==> src/rtl/i2cm_pkg.sv <==
`timescale 1ns / 1ps

package i2cm_pkg;

    localparam int ADDR_W  = 7;
    localparam int COUNT_W = 16;
    localparam int BYTE_W  = 8;
    localparam int CFG_IDX_W  = 2;
    localparam int CFG_DATA_W = 16;

    // register indexes on the configuration port
    localparam logic [CFG_IDX_W-1:0] CFG_TARGET_ADDRESS = 2'd0;
    localparam logic [CFG_IDX_W-1:0] CFG_TICKS_PER_HALF = 2'd1;
    localparam logic [CFG_IDX_W-1:0] CFG_ACK_TIMEOUT = 2'd2;

    localparam logic [ADDR_W-1:0]  RST_TARGET_ADDRESS = 7'h08;
    localparam logic [COUNT_W-1:0] RST_TICKS_PER_HALF = 16'd100;
    localparam logic [COUNT_W-1:0] RST_ACK_TIMEOUT = 16'd50;

    typedef struct packed {
        logic [ADDR_W-1:0]  target_address;
        logic [COUNT_W-1:0] ticks_per_half_bit;
        logic [COUNT_W-1:0] ack_timeout_ticks;
    } i2cm_cfg_t;

    typedef struct packed {
        logic start_request;
        logic mode;
        logic [BYTE_W-1:0] write_data;
        logic sda_sample;
    } i2cm_tick_t;

    typedef struct packed {
        logic scl_level;
        logic sda_pull_low;
        logic busy_res;
        logic done_res;
        logic address_acked;
        logic data_acked;
        logic [BYTE_W-1:0] read_byte;
    } i2cm_result_t;

endpackage

==> src/rtl/i2cm_seq.sv <==
`timescale 1ns / 1ps

module i2cm_seq
    import i2cm_pkg::*;
(
    input  logic         clk,
    input  logic         rst_n,
    input  logic         step,
    input  i2cm_tick_t   tick,
    input  i2cm_cfg_t    cfg,
    output i2cm_result_t result
);

    localparam logic [3:0] PH_IDLE     = 4'd0;
    localparam logic [3:0] PH_START_HI = 4'd1;
    localparam logic [3:0] PH_START_LO = 4'd2;
    localparam logic [3:0] PH_BIT_LO   = 4'd3;
    localparam logic [3:0] PH_BIT_HI   = 4'd4;
    localparam logic [3:0] PH_ACK_LO   = 4'd5;
    localparam logic [3:0] PH_ACK_HI   = 4'd6;
    localparam logic [3:0] PH_STOP_LO  = 4'd7;
    localparam logic [3:0] PH_STOP_HI  = 4'd8;
    localparam logic [3:0] PH_STOP_REL = 4'd9;

    localparam logic [3:0] BITS_PER_BYTE = 4'd8;

    logic [3:0]         phase_reg, phase_next;
    logic [3:0]         bit_pos_reg, bit_pos_next;
    logic [COUNT_W-1:0] half_cnt_reg, half_cnt_next;
    logic [COUNT_W-1:0] ack_cnt_reg, ack_cnt_next;
    logic [BYTE_W-1:0]  shift_reg, shift_next;
    logic               read_mode_reg, read_mode_next;
    logic [1:0]         ack_flags_reg, ack_flags_next;
    logic [BYTE_W-1:0]  data_byte_reg, data_byte_next;
    logic               data_stage_reg, data_stage_next;
    logic [BYTE_W-1:0]  read_result_reg, read_result_next;

    logic [COUNT_W-1:0] half_len;
    logic [COUNT_W-1:0] ack_len;
    logic               half_last;
    logic [COUNT_W-1:0] half_cnt_adv;
    logic               reading;
    logic               bit_pull;
    logic [BYTE_W-1:0]  shifted;
    logic [3:0]         bit_pos_inc;
    logic               ack_seen;
    logic               ack_end;
    logic               scl, pull, busy, done;

    // a zero timing register counts as one tick
    assign half_len = (cfg.ticks_per_half_bit == '0) ? COUNT_W'(1) : cfg.ticks_per_half_bit;
    assign ack_len  = (cfg.ack_timeout_ticks == '0) ? COUNT_W'(1) : cfg.ack_timeout_ticks;

    assign half_last    = ({1'b0, half_cnt_reg} + 17'd1) >= {1'b0, half_len};
    assign half_cnt_adv = half_last ? '0 : half_cnt_reg + COUNT_W'(1);

    assign reading     = read_mode_reg & data_stage_reg;
    assign bit_pull    = reading ? 1'b0 : ~shift_reg[BYTE_W-1];
    assign shifted     = {shift_reg[BYTE_W-2:0], reading & tick.sda_sample};
    assign bit_pos_inc = bit_pos_reg + 4'd1;
    assign ack_seen    = ~tick.sda_sample;
    assign ack_end     = ack_seen | (({1'b0, ack_cnt_reg} + 17'd1) >= {1'b0, ack_len});

    always_comb
    begin
        phase_next       = phase_reg;
        bit_pos_next     = bit_pos_reg;
        half_cnt_next    = half_cnt_reg;
        ack_cnt_next     = ack_cnt_reg;
        shift_next       = shift_reg;
        read_mode_next   = read_mode_reg;
        ack_flags_next   = ack_flags_reg;
        data_byte_next   = data_byte_reg;
        data_stage_next  = data_stage_reg;
        read_result_next = read_result_reg;
        scl  = 1'b1;
        pull = 1'b0;
        busy = 1'b1;
        done = 1'b0;

        unique case (phase_reg)
            PH_IDLE:
            begin
                busy = 1'b0;
                if (tick.start_request)
                begin
                    read_mode_next   = tick.mode;
                    data_byte_next   = tick.write_data;
                    shift_next       = {cfg.target_address, tick.mode};
                    data_stage_next  = 1'b0;
                    bit_pos_next     = '0;
                    half_cnt_next    = '0;
                    ack_cnt_next     = '0;
                    ack_flags_next   = '0;
                    read_result_next = '0;
                    phase_next       = PH_START_HI;
                end
            end
            PH_START_HI:
            begin
                pull = 1'b1;
                half_cnt_next = half_cnt_adv;
                if (half_last) phase_next = PH_START_LO;
            end
            PH_START_LO:
            begin
                scl  = 1'b0;
                pull = 1'b1;
                half_cnt_next = half_cnt_adv;
                if (half_last) phase_next = PH_BIT_LO;
            end
            PH_BIT_LO:
            begin
                scl  = 1'b0;
                pull = bit_pull;
                half_cnt_next = half_cnt_adv;
                if (half_last) phase_next = PH_BIT_HI;
            end
            PH_BIT_HI:
            begin
                pull = bit_pull;
                half_cnt_next = half_cnt_adv;
                if (half_last)
                begin
                    shift_next = shifted;
                    if (bit_pos_inc >= BITS_PER_BYTE)
                    begin
                        bit_pos_next = '0;
                        if (reading) read_result_next = shifted;
                        phase_next = PH_ACK_LO;
                    end
                    else
                    begin
                        bit_pos_next = bit_pos_inc;
                        phase_next   = PH_BIT_LO;
                    end
                end
            end
            PH_ACK_LO:
            begin
                scl = 1'b0;
                half_cnt_next = half_cnt_adv;
                if (half_last)
                begin
                    ack_cnt_next = '0;
                    phase_next   = PH_ACK_HI;
                end
            end
            PH_ACK_HI:
            begin
                if (reading)
                begin
                    // master NACK: SDA stays released for the whole half
                    half_cnt_next = half_cnt_adv;
                    if (half_last) phase_next = PH_STOP_LO;
                end
                else if (!ack_end)
                begin
                    ack_cnt_next = ack_cnt_reg + COUNT_W'(1);
                end
                else
                begin
                    ack_cnt_next  = '0;
                    half_cnt_next = '0;
                    if (!data_stage_reg)
                    begin
                        if (ack_seen)
                        begin
                            ack_flags_next[0] = 1'b1;
                            data_stage_next   = 1'b1;
                            shift_next = read_mode_reg ? '0 : data_byte_reg;
                            phase_next = PH_BIT_LO;
                        end
                        else
                        begin
                            // address NACK skips the data byte
                            phase_next = PH_STOP_LO;
                        end
                    end
                    else
                    begin
                        if (ack_seen) ack_flags_next[1] = 1'b1;
                        phase_next = PH_STOP_LO;
                    end
                end
            end
            PH_STOP_LO:
            begin
                scl  = 1'b0;
                pull = 1'b1;
                half_cnt_next = half_cnt_adv;
                if (half_last) phase_next = PH_STOP_HI;
            end
            PH_STOP_HI:
            begin
                pull = 1'b1;
                half_cnt_next = half_cnt_adv;
                if (half_last) phase_next = PH_STOP_REL;
            end
            PH_STOP_REL:
            begin
                half_cnt_next = half_cnt_adv;
                if (half_last)
                begin
                    done       = 1'b1;
                    phase_next = PH_IDLE;
                end
            end
            default:
            begin
                busy          = 1'b0;
                phase_next    = PH_IDLE;
                half_cnt_next = '0;
            end
        endcase
    end

    assign result.scl_level     = scl;
    assign result.sda_pull_low  = pull;
    assign result.busy_res      = busy;
    assign result.done_res      = done;
    assign result.address_acked = ack_flags_next[0];
    assign result.data_acked    = ack_flags_next[1];
    assign result.read_byte     = read_result_next;

    always_ff @(posedge clk or negedge rst_n)
    begin
        if (!rst_n)
        begin
            phase_reg       <= PH_IDLE;
            bit_pos_reg     <= '0;
            half_cnt_reg    <= '0;
            ack_cnt_reg     <= '0;
            shift_reg       <= '0;
            read_mode_reg   <= 1'b0;
            ack_flags_reg   <= '0;
            data_byte_reg   <= '0;
            data_stage_reg  <= 1'b0;
            read_result_reg <= '0;
        end
        else if (step)
        begin
            phase_reg       <= phase_next;
            bit_pos_reg     <= bit_pos_next;
            half_cnt_reg    <= half_cnt_next;
            ack_cnt_reg     <= ack_cnt_next;
            shift_reg       <= shift_next;
            read_mode_reg   <= read_mode_next;
            ack_flags_reg   <= ack_flags_next;
            data_byte_reg   <= data_byte_next;
            data_stage_reg  <= data_stage_next;
            read_result_reg <= read_result_next;
        end
    end

endmodule

==> src/rtl/i2c_single_byte_master_top.sv <==
`timescale 1ns / 1ps

// Channel | Handshake           | Payload
// --------+---------------------+-----------------------------------------------
// in      | in_valid / in_ready | start_request, mode, write_data, sda_sample
// out     | out_valid/out_ready | scl_level, sda_pull_low, busy_res, done_res,
//         |                     | address_acked, data_acked, read_byte
// cfg     | cfg_we (no wait)    | cfg_index, cfg_data
//
// One request (one bus tick) per clock while in_ready is high: the sequencer
// state advances in the cycle a request is accepted and its result lands in
// the output register. in_ready is high while the output register is empty
// or being drained, so a stall on out holds only while out_ready stays low.
// Reset puts the sequencer in idle and loads the register defaults
// (address 0x08, 100 ticks per half bit, 50 ticks ACK timeout).

module i2c_single_byte_master_top
    import i2cm_pkg::*;
(
    input  logic                  clk,
    input  logic                  rst_n,

    input  logic                  cfg_we,
    input  logic [CFG_IDX_W-1:0]  cfg_index,
    input  logic [CFG_DATA_W-1:0] cfg_data,

    input  logic                  in_valid,
    output logic                  in_ready,
    input  logic                  start_request,
    input  logic                  mode,
    input  logic [BYTE_W-1:0]     write_data,
    input  logic                  sda_sample,

    output logic                  out_valid,
    input  logic                  out_ready,
    output logic                  scl_level,
    output logic                  sda_pull_low,
    output logic                  busy_res,
    output logic                  done_res,
    output logic                  address_acked,
    output logic                  data_acked,
    output logic [BYTE_W-1:0]     read_byte
);

    logic [ADDR_W-1:0]  target_address_reg;
    logic [COUNT_W-1:0] ticks_per_half_reg;
    logic [COUNT_W-1:0] ack_timeout_reg;

    logic         out_valid_reg;
    i2cm_result_t result_reg;

    i2cm_cfg_t    cfg;
    i2cm_tick_t   tick;
    i2cm_result_t seq_result;
    logic         accept;

    // Register file; writes to indexes past the last register are dropped.
    always_ff @(posedge clk or negedge rst_n)
    begin
        if (!rst_n)
        begin
            target_address_reg <= RST_TARGET_ADDRESS;
            ticks_per_half_reg <= RST_TICKS_PER_HALF;
            ack_timeout_reg    <= RST_ACK_TIMEOUT;
        end
        else if (cfg_we)
        begin
            unique case (cfg_index)
                CFG_TARGET_ADDRESS: target_address_reg <= cfg_data[ADDR_W-1:0];
                CFG_TICKS_PER_HALF: ticks_per_half_reg <= cfg_data[COUNT_W-1:0];
                CFG_ACK_TIMEOUT:    ack_timeout_reg    <= cfg_data[COUNT_W-1:0];
                default: ;
            endcase
        end
    end

    assign cfg.target_address     = target_address_reg;
    assign cfg.ticks_per_half_bit = ticks_per_half_reg;
    assign cfg.ack_timeout_ticks  = ack_timeout_reg;

    assign tick.start_request = start_request;
    assign tick.mode          = mode;
    assign tick.write_data    = write_data;
    assign tick.sda_sample    = sda_sample;

    // Take a new request whenever the output slot is free or emptying now.
    assign in_ready = ~out_valid_reg | out_ready;
    assign accept   = in_valid & in_ready;

    i2cm_seq u_seq
    (
        .clk    (clk),
        .rst_n  (rst_n),
        .step   (accept),
        .tick   (tick),
        .cfg    (cfg),
        .result (seq_result)
    );

    always_ff @(posedge clk or negedge rst_n)
    begin
        if (!rst_n)
        begin
            out_valid_reg <= 1'b0;
        end
        else if (accept)
        begin
            out_valid_reg <= 1'b1;
        end
        else if (out_ready)
        begin
            out_valid_reg <= 1'b0;
        end
    end

    // payload needs no reset; it is qualified by out_valid
    always_ff @(posedge clk)
    begin
        if (accept)
        begin
            result_reg <= seq_result;
        end
    end

    assign out_valid     = out_valid_reg;
    assign scl_level     = result_reg.scl_level;
    assign sda_pull_low  = result_reg.sda_pull_low;
    assign busy_res      = result_reg.busy_res;
    assign done_res      = result_reg.done_res;
    assign address_acked = result_reg.address_acked;
    assign data_acked    = result_reg.data_acked;
    assign read_byte     = result_reg.read_byte;

endmodule
==> config.mk <==
export PLATFORM = sky130hd
export DESIGN_NAME = i2c_single_byte_master_top
export DESIGN_NICKNAME = d
export VERILOG_FILES = /design/src/rtl/i2cm_pkg.sv /design/src/rtl/i2cm_seq.sv /design/src/rtl/i2c_single_byte_master_top.sv
export SDC_FILE = /design/constraint.sdc
export NUM_CORES = 1
export LEC_CHECK = 0
export BUFFER_PORTS_ARGS = -buffer_cell sky130_fd_sc_hd__buf_4
export CORE_MARGIN = 3
export CORE_UTILIZATION = 45
export CTS_CLUSTER_SIZE = 40
export DETAILED_ROUTE_END_ITERATION = 8
export PLACE_DENSITY = 0.65
export SYNTH_ARGS = -nofsm -noshare
export SYNTH_HDL_FRONTEND = slang
export SYNTH_SLANG_ARGS = --single-unit
==> constraint.sdc <==
create_clock -name clk -period 3.3 [get_ports clk]
set_clock_uncertainty 0.1 [all_clocks]
set_input_delay 0 -clock clk [delete_from_list [all_inputs] [get_ports clk]]
set_output_delay 0 -clock clk [all_outputs]
set_load 0.005 [all_outputs]
==> results_dict.tcl, run 1 <==
set metrics [dict create \
    arrival_ns 3.72 \
    coreArea_um2 14200 \
    min_period_ns 3.48 \
    netlist_instances 656 \
    synth.distinct_cells 60 \
    drt-pass1-iter-count 5 \
    cts_made_buffers 17 \
    syn_area_per_cell_um2 10.2 \
    r2r_end "u_seq.ack_cnt_reg[6]" \
    synth.top_cell.area_share_pct 37.8 \
    rsz0062_at_grt "yes" \
    hpwlAfterDp_um 11500 \
    p_per_area_nw_per_um2 641 \
    fin_nets 893 \
    final_cell_area_um2 9400 \
    drcViolationCount 0 \
    startpoint_type "flip-flop" \
    ios 50 \
    gp_congestion 0.913 \
    numClockSinks 122 \
    grt-ovfl-total 0 \
    synth.net_count 725 \
    yosysWarnings 0 \
    setup_ws_ns -0.177 \
    drive_gt1_share_pct 37.3 \
    die_h_um 128 \
    wl_per_cell_um 17.0 \
    slew_headroom_pct 44.1 \
    port_buffers 49 \
    fin_crit_sh_pct 105 \
    hold_violations 0 \
    drt-total-wl_um 17300 \
    violations "setup timing" \
    cp-end-kind "flip-flop" \
    gr-usage-all-layers_pct 21.0 \
    setup_viol 60 \
    r2r_start "u_seq.half_cnt_reg[1]" \
    clock_latency_ns 0.43 \
    drv_slew 0 \
    grt_max_degree 64 \
    max-cap-violations 0 \
    clockRootBuffer "clkbuf_16" \
    ys.flop_type "dfrtp_1" \
    mostFrequentLayoutCells "buf_4 (115), dfrtp_1 (101), nand2_1 (64)" \
    irDropWorstVdd_uv 423 \
    final_common_cell "buf_4" \
    r2r_setup_slack_ns -0.18 \
    synth_seq_cells 122 \
    worstHoldPathType "primary input to async pin" \
    pre_cts_slack_ns -0.252 \
    drt_iter0_markers 454 \
    initial_core_util_pct 47.1 \
    status "finished with violations" \
    antenna_found_initial 0 \
    area_delta_synth_final_pct 40.4 \
    n_antenna_cell 0 \
    rows 43 \
    placed_area_um2 7670 \
    grt_pass1_wl_um 26900 \
    grt_pass1_vias 5478 \
    num_vias 5598 \
    fmax_mhz 288 \
    critPathMaxFanout 8 \
    cp.required_ns 3.54 \
    reg2regPathDepth 13 \
    clk_pin_slew_worst_paths_ns 0.06 \
    yosysTopAreaCell "dfrtp_1" \
    die_w_um 128 \
    vias_per_cell 5.50 \
    seq_area_frac_synth_pct 46.8 \
    async_flop_share_pct 88.5 \
    htree_levels 4 \
    synth_area_um2 6690 \
    crit_type "flip-flop to flip-flop" \
    p_leak_uw 0.00426 \
    cts_tree "yes" \
    ant_nets 0 \
    die_area_um2 16400 \
    synth_area_leaders "dfrtp_1 (38%), mux2_2 (10%), ha_1 (6.5%), edfxtp_1 (6.3%), nand2_1 (4.2%)" \
    synth-edff-count 14 \
    tightest_slew_ns 0.838 \
    clockBufferDepth 2 \
]
[timing repair]
| item | CTS | global route |
|---|---|---|
| cloned | 0 | 5 |
| hold buffers | 32 | 0 |
| hold endpoints to repair | 117 | 0 |
| setup buffers | 15 | 15 |
| pin swaps | 22 | 34 |
| endpoints found under the setup margin | 59 | 64 |
| resized for setup | 28 | 89 |
[worst max path at each step]
stage / startpoint / to / slack (ns) / cells past startpoint
global route: u_seq.half_cnt_reg[3] / u_seq.ack_cnt_reg[6] / -0.35 / 17
CTS: u_seq.half_cnt_reg[1] / u_seq.shift_reg[6] / -0.07 / 15
global placement: u_seq.ack_cnt_reg[3] / u_seq.ack_cnt_reg[11] / -0.19 / 12
finish: u_seq.half_cnt_reg[1] / u_seq.ack_cnt_reg[6] / -0.18 / 13
floorplan: u_seq.half_cnt_reg[0] / u_seq.shift_reg[0] / -0.01 / 15
detailed placement: u_seq.half_cnt_reg[0] / read_byte[3] / -0.25 / 15
[report_power, final]
| part | switching [uW] | internal [uW] |
|---|---|---|
| registers | 294 | 1850 |
| clock network | 702 | 1120 |
| logic | 1040 | 1020 |
[cell usage after synthesis, drive strengths merged, types with 14 or more instances]
cell    instances
nand3          21
dfrtp         101
nand2          76
nand2b         18
ha             35
edfxtp         14
xnor2          19
a21oi          15
o21ai          41
mux2           62
a22o           18
inv            37
nor3           15
nor2           52
[layout make-up]
class / instances / area (um2)
tap: 180 / 225
clock inverter: 13 / 145
clock buffer: 19 / 433
inverter: 38 / 143
multi-input combinational: 478 / 3830
sequential: 122 / 3130
fill: 1066 / 4810
timing repair buffer: 167 / 1490
[routing by layer]
metal | global-route usage (%) | part of all wire, %
met1 | 28.2 | 45
met2 | 33.1 | 49
met3 | 5.04 | 4.4
met4 | 7.74 | 1.9
met5 | 0 | 0
[stage by stage]
step / power, uW / instances / setup TNS, ns / utilization, % / hold WS (ns)
2_1_floorplan: 3170 / 656 / -0.0983 / - / -0.396
3_3_place_gp: 3740 / 918 / -6.15 / 54.0 / 0.0532
3_5_place_dp: 3810 / 918 / -10.37 / 54.0 / 0.0637
4_1_cts: 5760 / 997 / -1.01 / 62.1 / 0.149
5_1_grt: 6380 / 1017 / -17.18 / 66.2 / 0.224
6_report: 6020 / 1017 / -5.67 / 66.2 / 0.132
[kinds of logic after synthesis]
group           after synthesis  share of synthesized area (%)
compound gates              122                           12.7
simple gates                231                           16.7
xor+xnor                     28                           3.66
flops                       122                           46.8
fa+ha+maj                    35                           6.54
mux                          62                           10.4
buf+inv                      56                           3.21
[worst max-delay path, cell delays in order, from the launching register on]
cell and delay [ns]:
dfrtp_1 0.43, ha_4 0.17, nand4_1 0.14, or4_4 0.59
xnor2_2 0.15, ha_1 0.30, a21o_1 0.19, a221oi_2 0.33
o211ai_4 0.21, o31ai_4 0.26, buf_6 0.20, buf_12 0.15
nand2_1 0.06, o21ai_1 0.10
No activity file was read; power rests on OpenSTA's default activity.
==> inputs of run 2 (changes only) <==
- ABC_AREA: not set -> 1
- CELL_PAD_IN_SITES_DETAIL_PLACEMENT: not set -> 0
- CELL_PAD_IN_SITES_GLOBAL_PLACEMENT: not set -> 1
- CORE_UTILIZATION: 45 -> 41
- GPL_ROUTABILITY_DRIVEN: not set -> 0
- PLACE_DENSITY: 0.65 -> 0.76
==> run 2 against run 1 <==
  * The flow now finishes without violations
  * Global-route usage shrank 0.48 points
  * Via count grew 11%
  * Routed wire length grew 9.2%
  * Combinational power shrank 18%
  * Final cell count grew 23%
  * Hold slack lost 0.068 ns
  * Core utilization shrank 11 points
  * First-iteration DRC count shrank 19%
  * Critical path type unchanged
  * Highest routed layer unchanged
==> results_dict.tcl, run 2 <==
set metrics [dict create \
    status "complete, no violations" \
    clockBufferDepth 2 \
    drt-pass1-iter-count 5 \
    irDropWorstVdd_uv 460 \
    final_common_cell "nand2_1" \
    synth.distinct_cells 51 \
    fin_nets 1085 \
    cts_made_buffers 17 \
    gr-usage-all-layers_pct 20.5 \
    worstHoldPathType "primary input to flip-flop" \
    wl_per_cell_um 15.2 \
    p_leak_uw 0.00464 \
    nFillCells 1570 \
    antenna_found_initial 0 \
    port_buffers 49 \
    rsz0062_at_grt "yes" \
    grt_max_degree 67 \
    htree_levels 4 \
    placed_area_um2 7790 \
    mostFrequentLayoutCells "nand2_1 (278), inv_1 (114), dfrtp_1 (101)" \
    synth.net_count 970 \
    synth_area_um2 7090 \
    vias_per_cell 4.99 \
    clock_latency_ns 0.43 \
    crit_buf_inv 2 \
    crit_type "flip-flop to flip-flop" \
    final_cell_area_um2 9200 \
    initial_core_util_pct 42.3 \
    grt-ovfl-total 0 \
    area_delta_synth_final_pct 29.8 \
    syn_area_per_cell_um2 7.87 \
    hold_violations 0 \
    crit_path_top_delay_cell "dfrtp_1" \
    drcViolationCount 0 \
    drv_slew 0 \
    synth_area_leaders "dfrtp_1 (36%), nand2_1 (15%), inv_1 (6.2%), ha_1 (6.2%), edfxtp_1 (5.9%)" \
    clk_pin_slew_worst_paths_ns 0.06 \
    async_flop_share_pct 88.5 \
    drt-total-wl_um 18900 \
    yosysWarnings 0 \
    critPathMaxFanout 8 \
    n_antenna_cell 0 \
    fmax_mhz 313 \
    synth-edff-count 14 \
    startpoint_type "flip-flop" \
    drt_iter0_markers 367 \
    max-cap-violations 0 \
    yosysTopAreaCell "dfrtp_1" \
    p_total_uw 5560 \
    setup_viol 0 \
    arrival_ns 3.45 \
    drive_gt1_share_pct 20.2 \
    synth_seq_cells 122 \
    yosysMostFrequentCell "nand2_1" \
    die_area_um2 18900 \
    die_w_um 137 \
    numClockSinks 122 \
    min_period_ns 3.20 \
    cts_tree "yes" \
    ant_nets 0 \
    cp_cell_sequence "ha_2 > nand2_2 > nor2_4 > nand4_4 > nor2_4 > nand3_2 > xnor2_2 > ha_1 > a21oi_2 > o21bai_2 > a41oi_4 > buf_6 > nand4_1 > nand2_2 > buf_4 > nand2_1 > o21ai_0" \
    coreArea_um2 16800 \
    grt_pass1_vias 5794 \
    ios 50 \
    die_h_um 137 \
    seq_area_frac_synth_pct 44.2 \
    ys.flop_type "dfrtp_1" \
    synth_common_cells "nand2_1 (288), inv_1 (118), dfrtp_1 (101), o21ai_0 (81), nand3_1 (51)" \
    num_vias 6235 \
    grt_pass1_wl_um 29700 \
    cpPeakStageDelay_ns 0.41 \
    p_per_area_nw_per_um2 604 \
    clockRootBuffer "clkbuf_16" \
    fin_crit_sh_pct 96.8 \
    cp-end-kind "flip-flop" \
    hpwlAfterDp_um 12600 \
    netlist_instances 901 \
    slew_headroom_pct 32.0 \
    path_delay_family "simple AND/OR/NAND/NOR gates" \
    utilization_pct 54.9 \
    tightest_slew_ns 1.02 \
    rows 47 \
    cp.required_ns 3.55 \
    synth.top_cell.area_share_pct 35.7 \
]
==> run 2: cell types whose count changed after synthesis, moves of 13 or more <==
cell      delta
a21oi_1     +13
a22o_1      -18
inv_1       +81
mux2_2      -54
nand2_1    +213
nand2b_1    -18
nand3_1     +31
nor2_1      -16
o21ai_0     +42
==> run 2: cell families (layout without fill, tap and decap cells) <==
kind of cell / Yosys count / after routing / share of synthesized area (%)
fa+ha+maj: 35 / 35 / 6.18
flops: 122 / 122 / 44.2
mux: 8 / 8 / 1.27
xor+xnor: 27 / 27 / 3.34
buf+inv: 150 / 277 / 8.45
simple gates: 429 / 430 / 26.7
compound gates: 130 / 130 / 9.90
==> run 2: where the power goes <==
part / leakage (uW) / internal (uW) / switching, uW / total, uW
Sequential: 0.00154 / 1800 / 196 / 2000
Clock: 0.000292 / 1120 / 757 / 1870
Combinational: 0.00281 / 617 / 1070 / 1680
Total: 0.00464 / 3540 / 2020 / 5560
==> run 2: cell type report <==
class / instances / area (um2) / area share, %
clock buffer: 19 / 464 / 5.05
clock inverter: 13 / 125 / 1.36
inverter: 127 / 479 / 5.21
multi-input combinational: 630 / 3690 / 40.1
sequential: 122 / 3130 / 34.0
tap: 220 / 275 / 2.99
timing repair buffer: 118 / 1040 / 11.3
==> run 2: path summary, 6_finish.rpt <==
path	from	end	depth (start not counted)	slack, ns
min in group asynchronous	rst_n	u_seq.read_result_reg[5]	2	0.12
setup / recovery	u_seq.half_cnt_reg[1]	u_seq.shift_reg[2]	17	0.10
max in group asynchronous	rst_n	u_seq.half_cnt_reg[1]	3	2.06
hold reg to reg	u_seq.shift_reg[1]	u_seq.shift_reg[1]	2	0.39
setup reg to reg	u_seq.half_cnt_reg[1]	u_seq.shift_reg[2]	17	0.10
hold / removal	cfg_we	target_address_reg[3]	3	0.06
==> run 2: per-layer routing <==
metal	global-route usage (%)	vias to the layer above	wire [um]
li1	-	3151	-
met1	29.5	2936	9080
met2	30.9	123	8730
met3	4.35	25	802
met4	6.49	0	323
met5	0	-	0
==> run 2: through the flow <==
step                      hold slack [ns]  TNS (ns)  setup WS [ns]  std cells
after CTS                          0.0528         0         0.0219       1235
after global routing                0.132     -1.57        -0.0712       1249
after global placement             0.0638    -0.560        -0.0394       1169
after floorplan                    -0.396         0          0.183        901
final                              0.0639         0          0.104       1249
after detailed placement           0.0649     -2.27         -0.112       1169
==> run 2: what timing repair did <==
item | 4_1_cts | 5_1_grt
resized for setup | 9 | 73
cloned | 1 | 4
setup endpoints to repair | 38 | 65
buffers inserted | 2 | 10
hold buffers | 31 | 0
pin swaps | 4 | 34
hold endpoints to repair | 120 | 0
==> run 2: worst min-delay path, cell delays in order <==
cell and delay, ns:
buf_4 0.12, nand3_1 0.33, o21ai_0 0.13
